File: src/rtl/assert_macros.svh
// Assertion macros shared by the framer RTL.
// Depends on nothing; included by files that carry concurrent assertions.
`ifndef ASSERT_MACROS_SVH
`define ASSERT_MACROS_SVH
`ifndef ASSERT_OFF
// Condition must hold at every clock edge outside reset.
`define CBF_ASSERT(lbl, clk, rstn, prop, msg) \
    lbl: assert property (@(posedge clk) disable iff (!rstn) (prop)) else $error(msg);
// Condition must never hold at a clock edge outside reset.
`define CBF_ASSERT_NEVER(lbl, clk, rstn, cond, msg) \
    lbl: assert property (@(posedge clk) disable iff (!rstn) !(cond)) else $error(msg);
`else
`define CBF_ASSERT(lbl, clk, rstn, prop, msg)
`define CBF_ASSERT_NEVER(lbl, clk, rstn, cond, msg)
`endif
`endif

File: src/rtl/cbf_pkg.sv
// Types, constants and the CRC-16 byte update for the command block framer.
// Depends on nothing; imported by every framer module.
`default_nettype none
package cbf_pkg;

    localparam int CBF_QUEUE_DEPTH = 4;
    localparam logic [15:0] CBF_CRC_POLY = 16'h8005;
    localparam logic [7:0] CBF_COUNT_EXTRA = 8'd3;

    typedef struct packed {
        logic [7:0] data_byte;
        logic [7:0] command_length;
    } t_in_item;

    typedef struct packed {
        logic [7:0] out_byte;
        logic       out_last;
    } t_out_item;

    // Classified byte handed from the front part to the back part.
    typedef struct packed {
        logic [7:0] data_byte;
        logic [7:0] count_byte;
        logic       first;
        logic       last;
    } t_entry;

    typedef struct packed {
        logic full;
        logic empty;
    } t_queue_status;

    typedef struct packed {
        logic crc_zero;
        logic mid_entry;
    } t_back_status;

    // One byte into the CRC, most significant bit first.
    function automatic logic [15:0] crc_feed(input logic [15:0] crc, input logic [7:0] data);
        logic [15:0] c;
        logic        fb;
        c = crc;
        for (int k = 7; k >= 0; k--) begin
            fb = data[k] ^ c[15];
            c  = {c[14:0], 1'b0};
            if (fb) begin
                c = c ^ CBF_CRC_POLY;
            end
        end
        return c;
    endfunction

endpackage
`default_nettype wire

File: src/rtl/cbf_front.sv
// Front part of the framer: accepts command bytes, tracks the command length
// and marks first and last bytes. Depends on cbf_pkg.
`default_nettype none
module cbf_front (
    input  wire logic                   i_clk,
    input  wire logic                   i_rst_n,
    input  wire logic                   i_push,
    input  wire cbf_pkg::t_in_item      i_item,
    input  wire cbf_pkg::t_queue_status i_q_status,
    output logic                        o_full,
    output logic                        o_q_push,
    output cbf_pkg::t_entry             o_entry
);
    import cbf_pkg::*;

    logic [7:0] r_remaining;
    logic [7:0] n_remaining;
    logic [7:0] len;
    logic       accept;

    assign o_full = i_q_status.full;
    assign accept = i_push && !i_q_status.full;
    assign o_q_push = accept;

    // A zero length is taken as a one-byte command.
    assign len = (i_item.command_length == 8'd0) ? 8'd1 : i_item.command_length;

    always_comb begin
        o_entry.data_byte  = i_item.data_byte;
        o_entry.count_byte = len + CBF_COUNT_EXTRA;
        if (r_remaining == 8'd0) begin
            o_entry.first = 1'b1;
            o_entry.last  = (len == 8'd1);
            n_remaining   = len - 8'd1;
        end else begin
            o_entry.first = 1'b0;
            o_entry.last  = (r_remaining == 8'd1);
            n_remaining   = r_remaining - 8'd1;
        end
    end

    always_ff @(posedge i_clk) begin
        if (!i_rst_n) begin
            r_remaining <= 8'd0;
        end else if (accept) begin
            r_remaining <= n_remaining;
        end
    end

endmodule
`default_nettype wire

File: src/rtl/cbf_queue.sv
// Short register queue of classified bytes between the front and back parts.
// Depends on cbf_pkg.
`default_nettype none
module cbf_queue #(
    parameter int DEPTH = cbf_pkg::CBF_QUEUE_DEPTH
) (
    input  wire logic                   i_clk,
    input  wire logic                   i_rst_n,
    input  wire logic                   i_push,
    input  wire cbf_pkg::t_entry        i_entry,
    input  wire logic                   i_pop,
    output cbf_pkg::t_entry             o_head,
    output cbf_pkg::t_queue_status      o_status
);
    import cbf_pkg::*;

    localparam int PW = (DEPTH > 1) ? $clog2(DEPTH) : 1;
    localparam int CW = $clog2(DEPTH + 1);
    localparam logic [PW-1:0] LAST_PTR = PW'(DEPTH - 1);
    localparam logic [CW-1:0] FULL_CNT = CW'(DEPTH);

    t_entry        r_mem [DEPTH];
    logic [PW-1:0] r_wr;
    logic [PW-1:0] r_rd;
    logic [CW-1:0] r_cnt;
    logic          do_push;
    logic          do_pop;

    assign o_status.full  = (r_cnt == FULL_CNT);
    assign o_status.empty = (r_cnt == '0);
    assign o_head = r_mem[r_rd];
    assign do_push = i_push && !o_status.full;
    assign do_pop  = i_pop && !o_status.empty;

    always_ff @(posedge i_clk) begin
        if (do_push) begin
            r_mem[r_wr] <= i_entry;
        end
    end

    always_ff @(posedge i_clk) begin
        if (!i_rst_n) begin
            r_wr  <= '0;
            r_rd  <= '0;
            r_cnt <= '0;
        end else begin
            if (do_push) begin
                r_wr <= (r_wr == LAST_PTR) ? '0 : r_wr + 1'b1;
            end
            if (do_pop) begin
                r_rd <= (r_rd == LAST_PTR) ? '0 : r_rd + 1'b1;
            end
            if (do_push && !do_pop) begin
                r_cnt <= r_cnt + 1'b1;
            end else if (do_pop && !do_push) begin
                r_cnt <= r_cnt - 1'b1;
            end
        end
    end

endmodule
`default_nettype wire

File: src/rtl/cbf_back.sv
// Back part of the framer: walks each command through count, data and
// CRC phases, keeps the running CRC and drives the output register.
// Depends on cbf_pkg.
`default_nettype none
module cbf_back (
    input  wire logic                   i_clk,
    input  wire logic                   i_rst_n,
    input  wire cbf_pkg::t_entry        i_head,
    input  wire cbf_pkg::t_queue_status i_q_status,
    input  wire logic                   i_pop,
    output logic                        o_q_pop,
    output logic                        o_empty,
    output cbf_pkg::t_out_item          o_item,
    output cbf_pkg::t_back_status       o_status
);
    import cbf_pkg::*;

    typedef enum logic [1:0] {
        PH_COUNT,
        PH_DATA,
        PH_CRC_HI,
        PH_CRC_LO
    } t_phase_e;

    t_phase_e   r_phase;
    logic       r_in_entry;
    logic [15:0] r_crc;
    logic       r_out_valid;
    t_out_item  r_out;

    t_phase_e   phase;
    t_phase_e   n_phase;
    logic [15:0] n_crc;
    t_out_item  n_out;
    logic       done;
    logic       go;

    // The output register frees up when empty or when its word is taken.
    assign go = (!r_out_valid || i_pop) && !i_q_status.empty;
    assign phase = r_in_entry ? r_phase : (i_head.first ? PH_COUNT : PH_DATA);

    always_comb begin
        n_phase = phase;
        n_crc   = r_crc;
        n_out   = '0;
        done    = 1'b0;
        unique case (phase)
            PH_COUNT: begin
                n_out.out_byte = i_head.count_byte;
                n_crc          = crc_feed(r_crc, i_head.count_byte);
                n_phase        = PH_DATA;
            end
            PH_DATA: begin
                n_out.out_byte = i_head.data_byte;
                n_crc          = crc_feed(r_crc, i_head.data_byte);
                n_phase        = PH_CRC_HI;
                done           = !i_head.last;
            end
            PH_CRC_HI: begin
                n_out.out_byte = r_crc[15:8];
                n_phase        = PH_CRC_LO;
            end
            PH_CRC_LO: begin
                n_out.out_byte = r_crc[7:0];
                n_out.out_last = 1'b1;
                n_crc          = 16'h0000;
                done           = 1'b1;
            end
            default: begin
                done = 1'b1;
            end
        endcase
    end

    always_ff @(posedge i_clk) begin
        if (!i_rst_n) begin
            r_phase     <= PH_DATA;
            r_in_entry  <= 1'b0;
            r_crc       <= 16'h0000;
            r_out_valid <= 1'b0;
        end else if (go) begin
            r_out       <= n_out;
            r_out_valid <= 1'b1;
            r_crc       <= n_crc;
            r_phase     <= n_phase;
            r_in_entry  <= !done;
        end else if (i_pop) begin
            r_out_valid <= 1'b0;
        end
    end

    assign o_q_pop = go && done;
    assign o_empty = !r_out_valid;
    assign o_item  = r_out;
    assign o_status.crc_zero  = (r_crc == 16'h0000);
    assign o_status.mid_entry = r_in_entry;

endmodule
`default_nettype wire

File: src/rtl/command_block_framer_crc16.sv
// Command block framer: count byte, command bytes, CRC-16 (poly 0x8005).
// An accepted byte is written into the queue and is then registered from the queue head into the output register.
// Throughput: one output word per cycle while each word is popped; a command of L bytes gives L + 3 output words
// through the single output register, and a queue of QUEUE_DEPTH entries absorbs the extras.
// Reset: synchronous, active low; empties the queue, clears the byte count and the CRC.
`default_nettype none
`include "assert_macros.svh"
module command_block_framer_crc16 #(
    parameter int QUEUE_DEPTH = cbf_pkg::CBF_QUEUE_DEPTH
) (
    input  wire logic               i_clk,
    input  wire logic               i_rst_n,
    input  wire logic               push,
    output logic                    full,
    input  wire cbf_pkg::t_in_item  i_item,
    output logic                    empty,
    input  wire logic               pop,
    output cbf_pkg::t_out_item      o_item
);
    import cbf_pkg::*;

    t_entry        front_entry;
    t_entry        q_head;
    t_queue_status q_status;
    t_back_status  back_status;
    logic          q_push;
    logic          q_pop;
    logic          last_shown;

    cbf_front u_front (
        .i_clk      (i_clk),
        .i_rst_n    (i_rst_n),
        .i_push     (push),
        .i_item     (i_item),
        .i_q_status (q_status),
        .o_full     (full),
        .o_q_push   (q_push),
        .o_entry    (front_entry)
    );

    cbf_queue #(
        .DEPTH (QUEUE_DEPTH)
    ) u_queue (
        .i_clk    (i_clk),
        .i_rst_n  (i_rst_n),
        .i_push   (q_push),
        .i_entry  (front_entry),
        .i_pop    (q_pop),
        .o_head   (q_head),
        .o_status (q_status)
    );

    cbf_back u_back (
        .i_clk      (i_clk),
        .i_rst_n    (i_rst_n),
        .i_head     (q_head),
        .i_q_status (q_status),
        .i_pop      (pop),
        .o_q_pop    (q_pop),
        .o_empty    (empty),
        .o_item     (o_item),
        .o_status   (back_status)
    );

    assign last_shown = !empty && o_item.out_last;

    // While the back part is part-way through an entry, that entry stays at the queue head.
    `CBF_ASSERT_NEVER(a_q_both, i_clk, i_rst_n, q_status.full && q_status.empty, "queue state")
    `CBF_ASSERT(a_crc_clear, i_clk, i_rst_n, last_shown |-> back_status.crc_zero, "CRC left set")
    `CBF_ASSERT(a_pop_needs_head, i_clk, i_rst_n, q_pop |-> !q_status.empty, "empty pop")
    `CBF_ASSERT(a_held, i_clk, i_rst_n, back_status.mid_entry |-> !q_status.empty, "entry lost")

endmodule
`default_nettype wire
File: config.mk
export PLATFORM = sky130hd
export DESIGN_NAME = command_block_framer_crc16
export DESIGN_NICKNAME = d
export VERILOG_FILES = /design/src/rtl/cbf_pkg.sv /design/src/rtl/cbf_front.sv /design/src/rtl/cbf_queue.sv /design/src/rtl/cbf_back.sv /design/src/rtl/command_block_framer_crc16.sv
export VERILOG_INCLUDE_DIRS = /design/src /design/src/rtl
export SDC_FILE = /design/constraint.sdc
export NUM_CORES = 1
export LEC_CHECK = 0
export BUFFER_PORTS_ARGS = -buffer_cell sky130_fd_sc_hd__buf_2
export CORE_UTILIZATION = 60
export CTS_BUF_LIST = sky130_fd_sc_hd__clkbuf_4 sky130_fd_sc_hd__clkbuf_8
export CTS_CLUSTER_SIZE = 40
export DETAILED_ROUTE_END_ITERATION = 7
export GPL_ROUTABILITY_DRIVEN = 0
export GPL_TIMING_DRIVEN = 0
export PLACE_DENSITY_LB_ADDON = 0.15
export SYNTH_ARGS = -nofsm -noshare
export SYNTH_HDL_FRONTEND = slang
export SYNTH_HIERARCHICAL = 1
export SYNTH_SLANG_ARGS = --single-unit
File: constraint.sdc
create_clock -name i_clk -period 5.17 [get_ports i_clk]
set_clock_uncertainty 0.05 [all_clocks]
set_input_delay 1.034 -clock i_clk [delete_from_list [all_inputs] [get_ports i_clk]]
set_output_delay 1.034 -clock i_clk [all_outputs]
set_load 0.02 [all_outputs]
# Yosys cells after proc, flatten, opt, wreduce, memory -nomap -nowiden
# Memories as Yosys holds them, arrays and structs flattened. A register that Yosys moved wholly into a read port is not among the register bits.
# Index checks and enable logic that the tools add are counted.
[op_classes]
muxes = 50
n_reduce_logical = 24
eq_ne = 8
bitwise = 31
n_addsub = 7
[ops]
columns = ["operator", "count"]
rows = [
  ["$mux W16", 30],
  ["$pmux W16 S3", 1],
  ["$not A3 Y3", 15],
  ["$pmux W8 S4", 1],
  ["$eq A8 B1 Y1 const B", 2],
  ["$logic_not A8 Y1", 2],
  ["$mux W8", 2],
  ["$sub A8 B1 Y8 const B", 2],
  ["$xor A1 B1 Y1", 16],
  ["$mux W2", 6],
  ["$add A8 B2 Y8 const B", 1],
  ["$eq A2 B2 Y1 const B", 4],
  ["$logic_and A1 B1 Y1", 7],
  ["$logic_not A1 Y1", 7],
  ["$mux W1", 6],
  ["$mux W3", 2],
  ["$pmux W2 S3", 1],
  ["$add A2 B1 Y2 const B", 2],
  ["$reduce_and A2 Y1", 2],
  ["$reduce_bool A2 Y1", 2],
  ["$add A3 B1 Y3 const B", 1],
  ["$eq A3 B3 Y1 const B", 1],
  ["$logic_not A3 Y1", 1],
  ["$reduce_bool A3 Y1", 1],
  ["5 further kinds", 5],
]
[word_totals]
input_bits = 20
register_bits = 44
n_memories = 1
elab_cells = 131
mem_bits_rw = 72
[memory_table]
columns = ["name", "words", "width", "rd", "rd_clocked_by_memory_dff", "wr", "line", "rtl"]
rows = [
  ["u_queue.r_mem", 4, 18, 1, 1, 1, "cbf_queue.sv:22", "t_entry r_mem [DEPTH];"],
]

# Longest topological paths before layout
# Gate-level depths: netlist of the first run.
[logic_depth]
ltp_word = 25
ltp_mapped = 14
ltp_nobuf = 11

# By module
# The synthesis of the first run kept the hierarchy.
[modules_own_cells]
columns = ["mod", "seq_area_each_um2", "n_inst", "area_per_inst_um2", "cells_per_inst"]
rows = [
  ["cbf_queue", 2342.2, 1, 3119.2, 145],
  ["cbf_back", 670.6, 1, 1870.5, 210],
  ["cbf_front", 160.2, 1, 865.8, 117],
]

# Worst setup path before layout of the first run
# OpenSTA, ideal clock, no wires.
[synth_path]
path_type = "reg2reg"
from = "register (tool-made name)"
to = "register u_queue.r_cnt[2]"
required_time_ps = 5044
setup_ps = 76
slack_ps = 2049
arrival_time_ps = 2996
path_buffers = 3
stages_incl_launch_ff = 15
synth_period_minus_slack_ps = 3121
cell_sequence = "dfxtp_1 buf_6 buf_12 mux4_2 mux2i_1 clkbuf_1 nand2_1 a21oi_1 o31ai_1 ha_1 inv_1 fa_1 xor2_1 or3_1 a21boi_0"
[synth_lines]
columns = ["element", "line", "rtl"]
rows = [
  ["to (signal assigned)", "cbf_queue.sv:54", "r_cnt <= r_cnt + 1'b1;"],
  ["to (signal assigned)", "cbf_queue.sv:56", "r_cnt <= r_cnt - 1'b1;"],
  ["to (decl)", "cbf_queue.sv:25", "logic [CW-1:0] r_cnt;"],
]

==> metrics.txt, run 1 <==
I/O pin total=31; Top Metal Used=met4; worst-skew pair later-pin latency=0.43 ns; H-tree Lvls=4; hold buffer count at cts=0; Slowest cell on crit path=clkbuf_1; Starting Density=0.623; CP max stage delay=0.49 ns; Max Root-Sink Buffers=2; Syn. warnings=6; Power Density=675 nW/um2; # fillers=around 660; average routed wire per standard cell=roughly 18 um; pre-CTS WS=~1.3 ns; Total GRT Usage=0.252; Leakage=2.32 nW; Cells after Synth=about 470; outcome=finished clean; total CTS buffers=17; Total Negative Setup Slacks=0 ns; met1 WL=5020 um; vias in the first global route=3850; Worst Setup Start Kind=flip-flop; worst vdd ir=0.000281 V; Routed WL=between 10000 and 15000 um; Arr. time, crit path=4.24 ns; Crit Path Category=flip-flop to flip-flop; via count=3833; Mapped Avg Cell Area=12.5 um2; PortBufs=19; final non-filler cell total=between 600 and 700; Comb pwr share=0.469; Worst Setup End Kind=flip-flop; final setup margin=1.24 ns; dpl cells=614; critical-path cell list=buf_2 > buf_2 > mux4_2 > mux2i_1 > clkbuf_1 > nand2_1 > a21oi_1 > o31ai_1 > ha_1 > inv_1 > fa_1 > xor2_1 > or3_1 > a21boi_0; Final Cycle Share=0.760; crit-path most repeated cell=buf_2; final hold slack=0.444 ns; crit path buf inv count=4; gr ovfl total=0; initial antenna violation count=0; Detailed Place HPWL=8030 um; DP Area=6070 um2; Die Y=100 um; metal2 WL=5860 um; final slew viol count=0; post-route ant nets=0; antenna cells=0; share of cells above drive strength 1=0.161; Sw Ratio=0.389; post-CTS setup buffers=0; CP required=between 5 and 6 ns; Post-Syn Nets=approximately 500; switching power total=about 1.7 mW; pin count of the biggest net entering global routing=19; crit path time final=between 3 and 4 ns; Cell Area, Synth=5810 um2; root buffer cell=clkbuf_8; drt drc=0; Min-Delay Path Class=flip-flop to flip-flop; die area=10100 um2; Final setup viols=0; # Max-Cap Violations=0; clock sinks=118; Row Count=35; Final Hold Viols=0; Fmax=254 MHz; WL met3=515 um; power share of the sequential group=0.320; drt first pass iters=4; drt initial violations=between 150 and 200; Core Region=just over 9000 um2; CP top delay family=buffers and inverters; final instance area=6520 um2; Clk pwr share=0.212; # nets final=536; Final Util=0.699; max_slew headroom=0.304; Design Power=4.40 mW; Area Overhead vs Synth=12.1%; die width=100 um; Worst-path clk slew=0.07 ns; RSZ-0062 raised after global routing=false; Internal=2.69 mW; Crit Path Max Fanout=10; post-CTS sizing=0; first-pass GRT wire length=~19000 um; CTS tree=yes; Worst Tran Pin Value=between 1 and 1.5 ns; Via density=5.93
-- per-layer routing --
metal	global-route usage	vias to the layer above
met3	0.0724	20
met1	0.297	1881
met2	0.426	112
met5	0	-
li1	-	1820
met4	0.117	0
-- cell type report --
| type | instances | area [um2] | share of cell area |
|---|---|---|---|
| repair buffers | 19 | 95.1 | 0.0146 |
| flip-flops and latches | 118 | 3170 | 0.487 |
| well taps | 129 | 161 | 0.0248 |
| plain buffers | 31 | 185 | 0.0284 |
| clock inverters | 14 | 198 | 0.0303 |
| multi-input cells | 302 | 2400 | 0.368 |
| clock buffers | 18 | 248 | 0.0380 |
| inverters | 15 | 56.3 | 0.00864 |
-- layout by cell type, fill, tap and decap left out, types with 5 or more instances in the layout --
cell and count:
edfxtp_1 81, nand2_1 46, dfxtp_1 37, xnor2_1 33, buf_2 22, nor2_1 19
clkbuf_8 18, clkbuf_1 15, inv_1 14, a31oi_1 14, xor2_1 14, o21ai_0 13
and2_1 12, ha_1 11, nor2b_1 10, mux4_2 10, buf_4 9, a211oi_1 8
a21oi_1 8, mux4_1 8, a22oi_1 7, a21boi_0 7, a221oi_1 7, nor3_1 6
mux2i_1 5, nand2b_1 5, o211ai_1 5, nand3_1 5
-- registers in the layout (all words and copies together) (netlist names), named ones only --
name and flops:
u_back/r_phase 2, u_front/r_remaining 8, u_back/o_item 9, u_queue/r_mem 72
u_queue/r_cnt 3, u_back/r_out_valid 1, u_back/r_in_entry 1, u_back/r_crc 16
u_queue/r_wr 2, u_queue/r_rd 2
-- power groups by stage --
stage | combinational (mW) | sequential [mW] | clock (mW)
2_1_floorplan | 1.58 | 1.42 | 0
3_3_place_gp | 1.99 | 1.41 | 0
3_5_place_dp | 2.04 | 1.42 | 0
4_1_cts | 2.05 | 1.40 | 0.946
5_1_grt | 2.24 | 1.43 | 0.987
6_report | 2.06 | 1.41 | 0.931
-- final timing paths --
kind	startpoint	endpoint	slack (ns)	cells past startpoint
worst max register to register	flip-flop	u_queue/r_cnt[2]	1.24	14
worst min register to register	u_back/r_crc[5]	u_back/r_crc[5]	0.44	2
worst max-delay path	flip-flop	u_queue/r_cnt[2]	1.24	14
worst min-delay path	u_back/r_crc[5]	u_back/r_crc[5]	0.44	2
-- worst reg2reg max path, delay by kind of cell, from the launching register on --
kind	cells	cell delay [ns]
AND/OR/NAND/NOR	2	0.45
multiplexers	2	0.79
adder cells (fa/ha/maj)	2	0.44
XOR/XNOR	1	0.08
buffers and inverters	4	1.12
AO/OA/AOI/OAI	3	0.64
flip-flops	1	0.31
Power figures use the tool's default switching activity.
==> run 2, diff against run 1 <==
--- a/config.mk
+++ b/config.mk
@@ -7,7 +7,7 @@
 export NUM_CORES = 1
 export LEC_CHECK = 0
 export BUFFER_PORTS_ARGS = -buffer_cell sky130_fd_sc_hd__buf_2
-export CORE_UTILIZATION = 60
+export CORE_UTILIZATION = 57
 export CTS_BUF_LIST = sky130_fd_sc_hd__clkbuf_4 sky130_fd_sc_hd__clkbuf_8
 export CTS_CLUSTER_SIZE = 40
 export DETAILED_ROUTE_END_ITERATION = 7
==> constraint.sdc (replaced) <==
create_clock -name i_clk -period 3.5 [get_ports i_clk]
set_clock_uncertainty 0.05 [all_clocks]
set_input_delay 0.7 -clock i_clk [delete_from_list [all_inputs] [get_ports i_clk]]
set_output_delay 0.7 -clock i_clk [all_outputs]
set_load 0.02 [all_outputs]
==> metrics.txt, run 2 (synthesis gave the netlist of run 1 again) <==
Core Region=9820 um2 (+5.3%); H-tree Lvls=4 (unchanged); total CTS buffers=17 (unchanged); Power Density=991 nW/um2 (+47%); die width=103 um (+2.5%); vias in the first global route=3790 (-1.6%); RSZ-0062 raised after global routing=false; Via density=5.95 (+0.22%); Die Y=103 um (+2.5%); Internal=3.92 mW (+46%); dpl cells=618 (+0.65%); post-route ant nets=0 (unchanged); final hold slack=0.429 ns (-0.0153 ns); Design Power=6.46 mW (+47%); drt drc=0 (unchanged); share of cells above drive strength 1=0.168 (+0.00741); Crit Path Category=flip-flop to flip-flop; Comb pwr share=0.486 (+0.017); most common cell after layout, fill and taps aside=edfxtp_1; I/O pin total=31 (unchanged); Max Root-Sink Buffers=2 (unchanged); most flop-heavy register=u_queue/r_mem; first-pass GRT wire length=19000 um (+1.4%); busiest grt layer=met2; power share of the sequential group=0.321 (about the same); pin count of the biggest net entering global routing=19 (unchanged); hold buffer count at cts=0 (unchanged); root buffer cell=clkbuf_8; Fmax=309 MHz (+22%); average routed wire per standard cell=17.9 um (-0.84%); Worst Tran Pin Value=1.00 ns (-0.0449 ns); Leakage=2.30 nW (-0.61%); clock sinks=118 (unchanged); antenna cells=0 (unchanged); M2 GR Usage=0.406 (-0.0196); Worst Setup End Kind=flip-flop; # Max-Cap Violations=0 (unchanged); Routed WL=11700 um (about the same); Total GRT Usage=0.246 (-0.00563); max_slew headroom=0.334 (+0.0299); initial antenna violation count=0 (unchanged); Final Hold Viols=0 (unchanged); Arr. time, crit path=3.53 ns (-0.71 ns); Largest register FFs=72 (unchanged); # nets final=537 (+0.19%); Area Overhead vs Synth=12.1% (about the same); Clk pwr share=0.193 (-0.019); die area=10600 um2 (+5.2%); crit path time final=3.23 ns (-0.698 ns); Min-Delay Path Class=input port to flip-flop; switching power total=2.54 mW (+49%); Detailed Place HPWL=8120 um (+1.1%); # fillers=765 (+15%); final slew viol count=0 (unchanged); worst-skew pair later-pin latency=0.42 ns (about the same); Final Cycle Share=0.924 (+0.163); final instance area=6520 um2 (about the same); Crit Path Max Fanout=10 (unchanged); final non-filler cell total=651 (+0.77%); most frequent cells in the layout=edfxtp_1 (81), nand2_1 (46), dfxtp_1 (37); Sw Ratio=0.393 (+0.00409); outcome=finished clean; Worst-path clk slew=0.07 ns (about the same); worst vdd ir=0.000509 V (+81%); met1 usage=0.311 (+0.0139); PortBufs=19 (unchanged); Row Count=36 (+2.9%); Starting Density=0.592 (-0.0312); gr ovfl total=0 (unchanged); CTS tree=yes; CP required=3.80 ns (-1.68 ns); Worst Setup Start Kind=flip-flop; DP Area=6080 um2 (about the same); drt first pass iters=5 (+1); via count=3871 (+0.99%); Final setup viols=0 (unchanged); drt initial violations=214 (+18%); met3 global-route usage=0.0610 (-0.0114)
## run 2: metal layers
metal / up-vias / share of wire
li1: 1824 / -
met5: - / 0
met3: 24 / 0.054
met2: 145 / 0.51
met1: 1878 / 0.41
met4: 0 / 0.025
## run 2: through the flow
stage	setup TNS (ns)	utilization	worst slack, ns
6_report	0	0.664	0.266
3_5_place_dp	-0.855	0.619	-0.430
3_3_place_gp	-0.729	0.619	-0.361
5_1_grt	0	0.664	0.00103
4_1_cts	0	0.662	0.0900
2_1_floorplan	0	-	0.379
## run 2: worst paths after layout
path                            slack (ns)                   end             from  cells past startpoint
worst min register to register        0.44       u_back/r_crc[5]  u_back/r_crc[5]                      2
worst min-delay path                  0.43  u_queue/r_mem[1][11]        i_item[9]                      1
worst max register to register        0.27      u_queue/r_cnt[2]        flip-flop                     14
worst max-delay path                  0.27      u_queue/r_cnt[2]        flip-flop                     14
## run 2: layout make-up
| cell class | instances | area, um2 | area share |
|---|---|---|---|
| Buffer | 31 | 195 | 0.0299 |
| Clock buffer | 18 | 248 | 0.0380 |
| Clock inverter | 14 | 158 | 0.0242 |
| Inverter | 15 | 56.3 | 0.00864 |
| Multi-Input combinational cell | 302 | 2420 | 0.371 |
| Sequential cell | 118 | 3170 | 0.487 |
| Tap cell | 133 | 166 | 0.0255 |
| Timing Repair Buffer | 20 | 103 | 0.0157 |
## run 2: critical path: stages (launching register included)
cell	delay (ns)
dfxtp_1	0.32
buf_6	0.18
buf_12	0.17
mux4_2	0.58
mux2i_4	0.22
buf_6	0.19
nand2_1	0.10
a21oi_2	0.20
o31ai_2	0.15
ha_1	0.23
inv_1	0.07
fa_1	0.18
xor2_1	0.07
or3_1	0.31
a21boi_1	0.14
## run 2: timing repair
action | 4_1_cts | 5_1_grt
gates resized for setup | 6 | 4
setup endpoints to repair | 3 | 2
buffers inserted | 0 | 1
## run 2: power by group through the flow
| stage | Clock (mW) | Sequential, mW | Combinational [mW] |
|---|---|---|---|
| 3_5_place_dp | 0 | 2.10 | 3.02 |
| 3_3_place_gp | 0 | 2.08 | 2.95 |
| 6_report | 1.25 | 2.08 | 3.14 |
| 4_1_cts | 1.27 | 2.07 | 3.08 |
| 5_1_grt | 1.35 | 2.11 | 3.45 |
| 2_1_floorplan | 0 | 2.10 | 2.33 |
==> run 3, diff against run 2 <==
--- a/config.mk
+++ b/config.mk
@@ -14,6 +14,7 @@
 export GPL_ROUTABILITY_DRIVEN = 0
 export GPL_TIMING_DRIVEN = 0
 export PLACE_DENSITY_LB_ADDON = 0.15
+export SETUP_SLACK_MARGIN = 0.4
 export SYNTH_ARGS = -nofsm -noshare
 export SYNTH_HDL_FRONTEND = slang
 export SYNTH_HIERARCHICAL = 1
==> metrics.txt, run 3 (synthesis gave the netlist of run 1 again) <==
Sw Ratio=0.385 (-0.00887); post-route ant nets=0 (unchanged); Max Root-Sink Buffers=2 (unchanged); outcome=finished clean; Core Region=9820 um2 (unchanged); worst-skew pair later-pin latency=0.43 ns (about the same); first-pass GRT wire length=19300 um (+1.7%); die width=103 um (unchanged); worst vdd ir=0.000439 V (-14%); drt drc=0 (unchanged); die area=10600 um2 (unchanged); Total GRT Usage=0.254 (+0.00754); Worst R2R Setup Slack=0.51 ns (+0.24 ns); Leakage=2.40 nW (+4.3%); share of cells above drive strength 1=0.193 (+0.0249); total CTS buffers=17 (unchanged); Detailed Place HPWL=8130 um (+0.12%); power share of the sequential group=0.314 (-0.007); Worst-path clk slew=0.07 ns (about the same); I/O pin total=31 (unchanged); Worst Tran Pin Value=1.06 ns (+0.0632 ns); pin count of the biggest net entering global routing=19 (unchanged); Worst Setup EP=u_back/r_crc[0]; Worst Setup End Kind=flip-flop; Total Negative Setup Slacks=0 ns (unchanged); most frequent cells in the layout=edfxtp_1 (81), nand2_1 (46), dfxtp_1 (37); Starting Density=0.592 (unchanged); Routed WL=12100 um (+3.3%); average routed wire per standard cell=18.2 um (+1.6%); Top Metal Used=met4; Crit Path Max Fanout=8 (-2); # nets final=548 (+2.0%); vias in the first global route=3827 (+0.98%); CP required=3.76 ns (-0.04 ns); initial antenna violation count=0 (unchanged); gr ovfl total=0 (unchanged); Worst Setup Start Kind=flip-flop; Largest register FFs=72 (unchanged); Power Density=996 nW/um2 (+0.49%); WL met3=656 um (+4.1%); metal2 WL=6040 um (+2.1%); Reg-to-Reg End=u_back/r_crc[0]; most common cell after layout, fill and taps aside=edfxtp_1; Final Hold Viols=0 (unchanged); final slew viol count=0 (unchanged); Clk pwr share=0.196 (+0.003); Crit Path Category=flip-flop to flip-flop; drt first pass iters=5 (unchanged); CTS tree=yes; PortBufs=19 (unchanged); Comb pwr share=0.490 (+0.004); # fillers=744 (-2.7%); Design Power=6.65 mW (+2.9%); Internal=4.09 mW (+4.4%); Fmax=335 MHz (+8.2%); most flop-heavy register=u_queue/r_mem; via count=3875 (+0.10%); Row Count=36 (unchanged); switching power total=2.56 mW (+0.55%); R2R cell count=9 (-5); Die Y=103 um (unchanged); H-tree Lvls=4 (unchanged); # Max-Cap Violations=0 (unchanged); antenna cells=0 (unchanged); Min-Delay Path Class=input port to flip-flop; sequential cell area=3170 um2 (unchanged); final hold slack=0.419 ns (-0.0101 ns); met1 WL=5060 um (+4.6%); crit path time final=2.99 ns (-0.244 ns); Via density=5.85 (-1.6%); root buffer cell=clkbuf_8; hold buffer count at cts=0 (unchanged); max_slew headroom=0.291 (-0.0421); footprint of the multi-input gates=2470 um2 (+1.9%); drt initial violations=182 (-15%); clock sinks=118 (unchanged); RSZ-0062 raised after global routing=true; Final Cycle Share=0.854 (-0.0697); Area Overhead vs Synth=14.8%; Final setup viols=0 (unchanged); Arr. time, crit path=3.25 ns (-0.28 ns)
-- run 3: cell types whose count changed in the layout (fill, tap and decap cells not counted), moves of 2 or more --
| cell | change |
|---|---|
| clkbuf_4 | +3 |
| xnor2_1 | -4 |
| clkinv_2 | -3 |
| buf_4 | +12 |
| clkbuf_8 | +3 |
| xnor2_2 | +4 |
| clkinvlp_4 | -2 |
-- run 3: how the worst min path moves through the flow --
stage	from	end	slack [ns]	depth (start not counted)
floorplan	u_back/r_crc[3]	u_back/r_crc[3]	0.40	2
global placement	u_back/r_crc[3]	u_back/r_crc[3]	0.42	2
detailed placement	u_back/r_crc[5]	u_back/r_crc[5]	0.44	2
CTS	i_item[8]	u_queue/r_mem[2][10]	0.40	1
global route	i_item[8]	u_queue/r_mem[2][10]	0.39	1
finish	i_item[8]	u_queue/r_mem[2][10]	0.42	1
-- run 3: timing repair --
item / in CTS / in global routing
gates resized for setup: 8 / 7
setup endpoints to repair: 3 / 5
buffers inserted: 4 / 8
-- run 3: power by group through the flow --
stage                     Combinational (mW)  Sequential, mW  Clock, mW
after floorplan                         2.33            2.10          0
after global placement                  2.94            2.08          0
after detailed placement                3.00            2.10          0
after CTS                               3.11            2.08       1.32
after global routing                    3.57            2.12       1.39
final                                   3.26            2.09       1.30
-- run 3: worst max-delay path, stage by stage, from the launching register on --
cell	delay, ns
dfxtp_1	0.33
buf_6	0.12
buf_4	0.20
mux4_1	0.70
xnor2_2	0.21
xnor2_2	0.21
xnor3_1	0.51
xor2_1	0.17
a221oi_1	0.30
nor2_1	0.08
-- run 3: routing by layer --
layer  GRT usage  vias up
met2       0.423      113
met5           0        -
li1            -     1848
met3      0.0705       23
met1       0.304     1891
met4       0.124        0
-- run 3: cell type report --
class | instances | share of cell area
buffer | 31 | 0.0300
clock buffer | 23 | 0.0446
clock inverter | 9 | 0.0191
inverter | 15 | 0.00844
multi-input combinational | 302 | 0.370
sequential | 118 | 0.475
tap | 133 | 0.0249
timing repair buffer | 31 | 0.0277
-- run 3: per-stage QoR --
| stage | utilization | instances | setup slack, ns | area (um2) |
|---|---|---|---|---|
| global placement | 0.619 | 618 | -0.180 | 6080 |
| floorplan | - | 466 | 0.459 | 5820 |
| finish | 0.680 | 662 | 0.511 | 6670 |
| global route | 0.680 | 662 | 0.389 | 6670 |
| CTS | 0.669 | 654 | 0.426 | 6570 |
| detailed placement | 0.619 | 618 | -0.246 | 6080 |
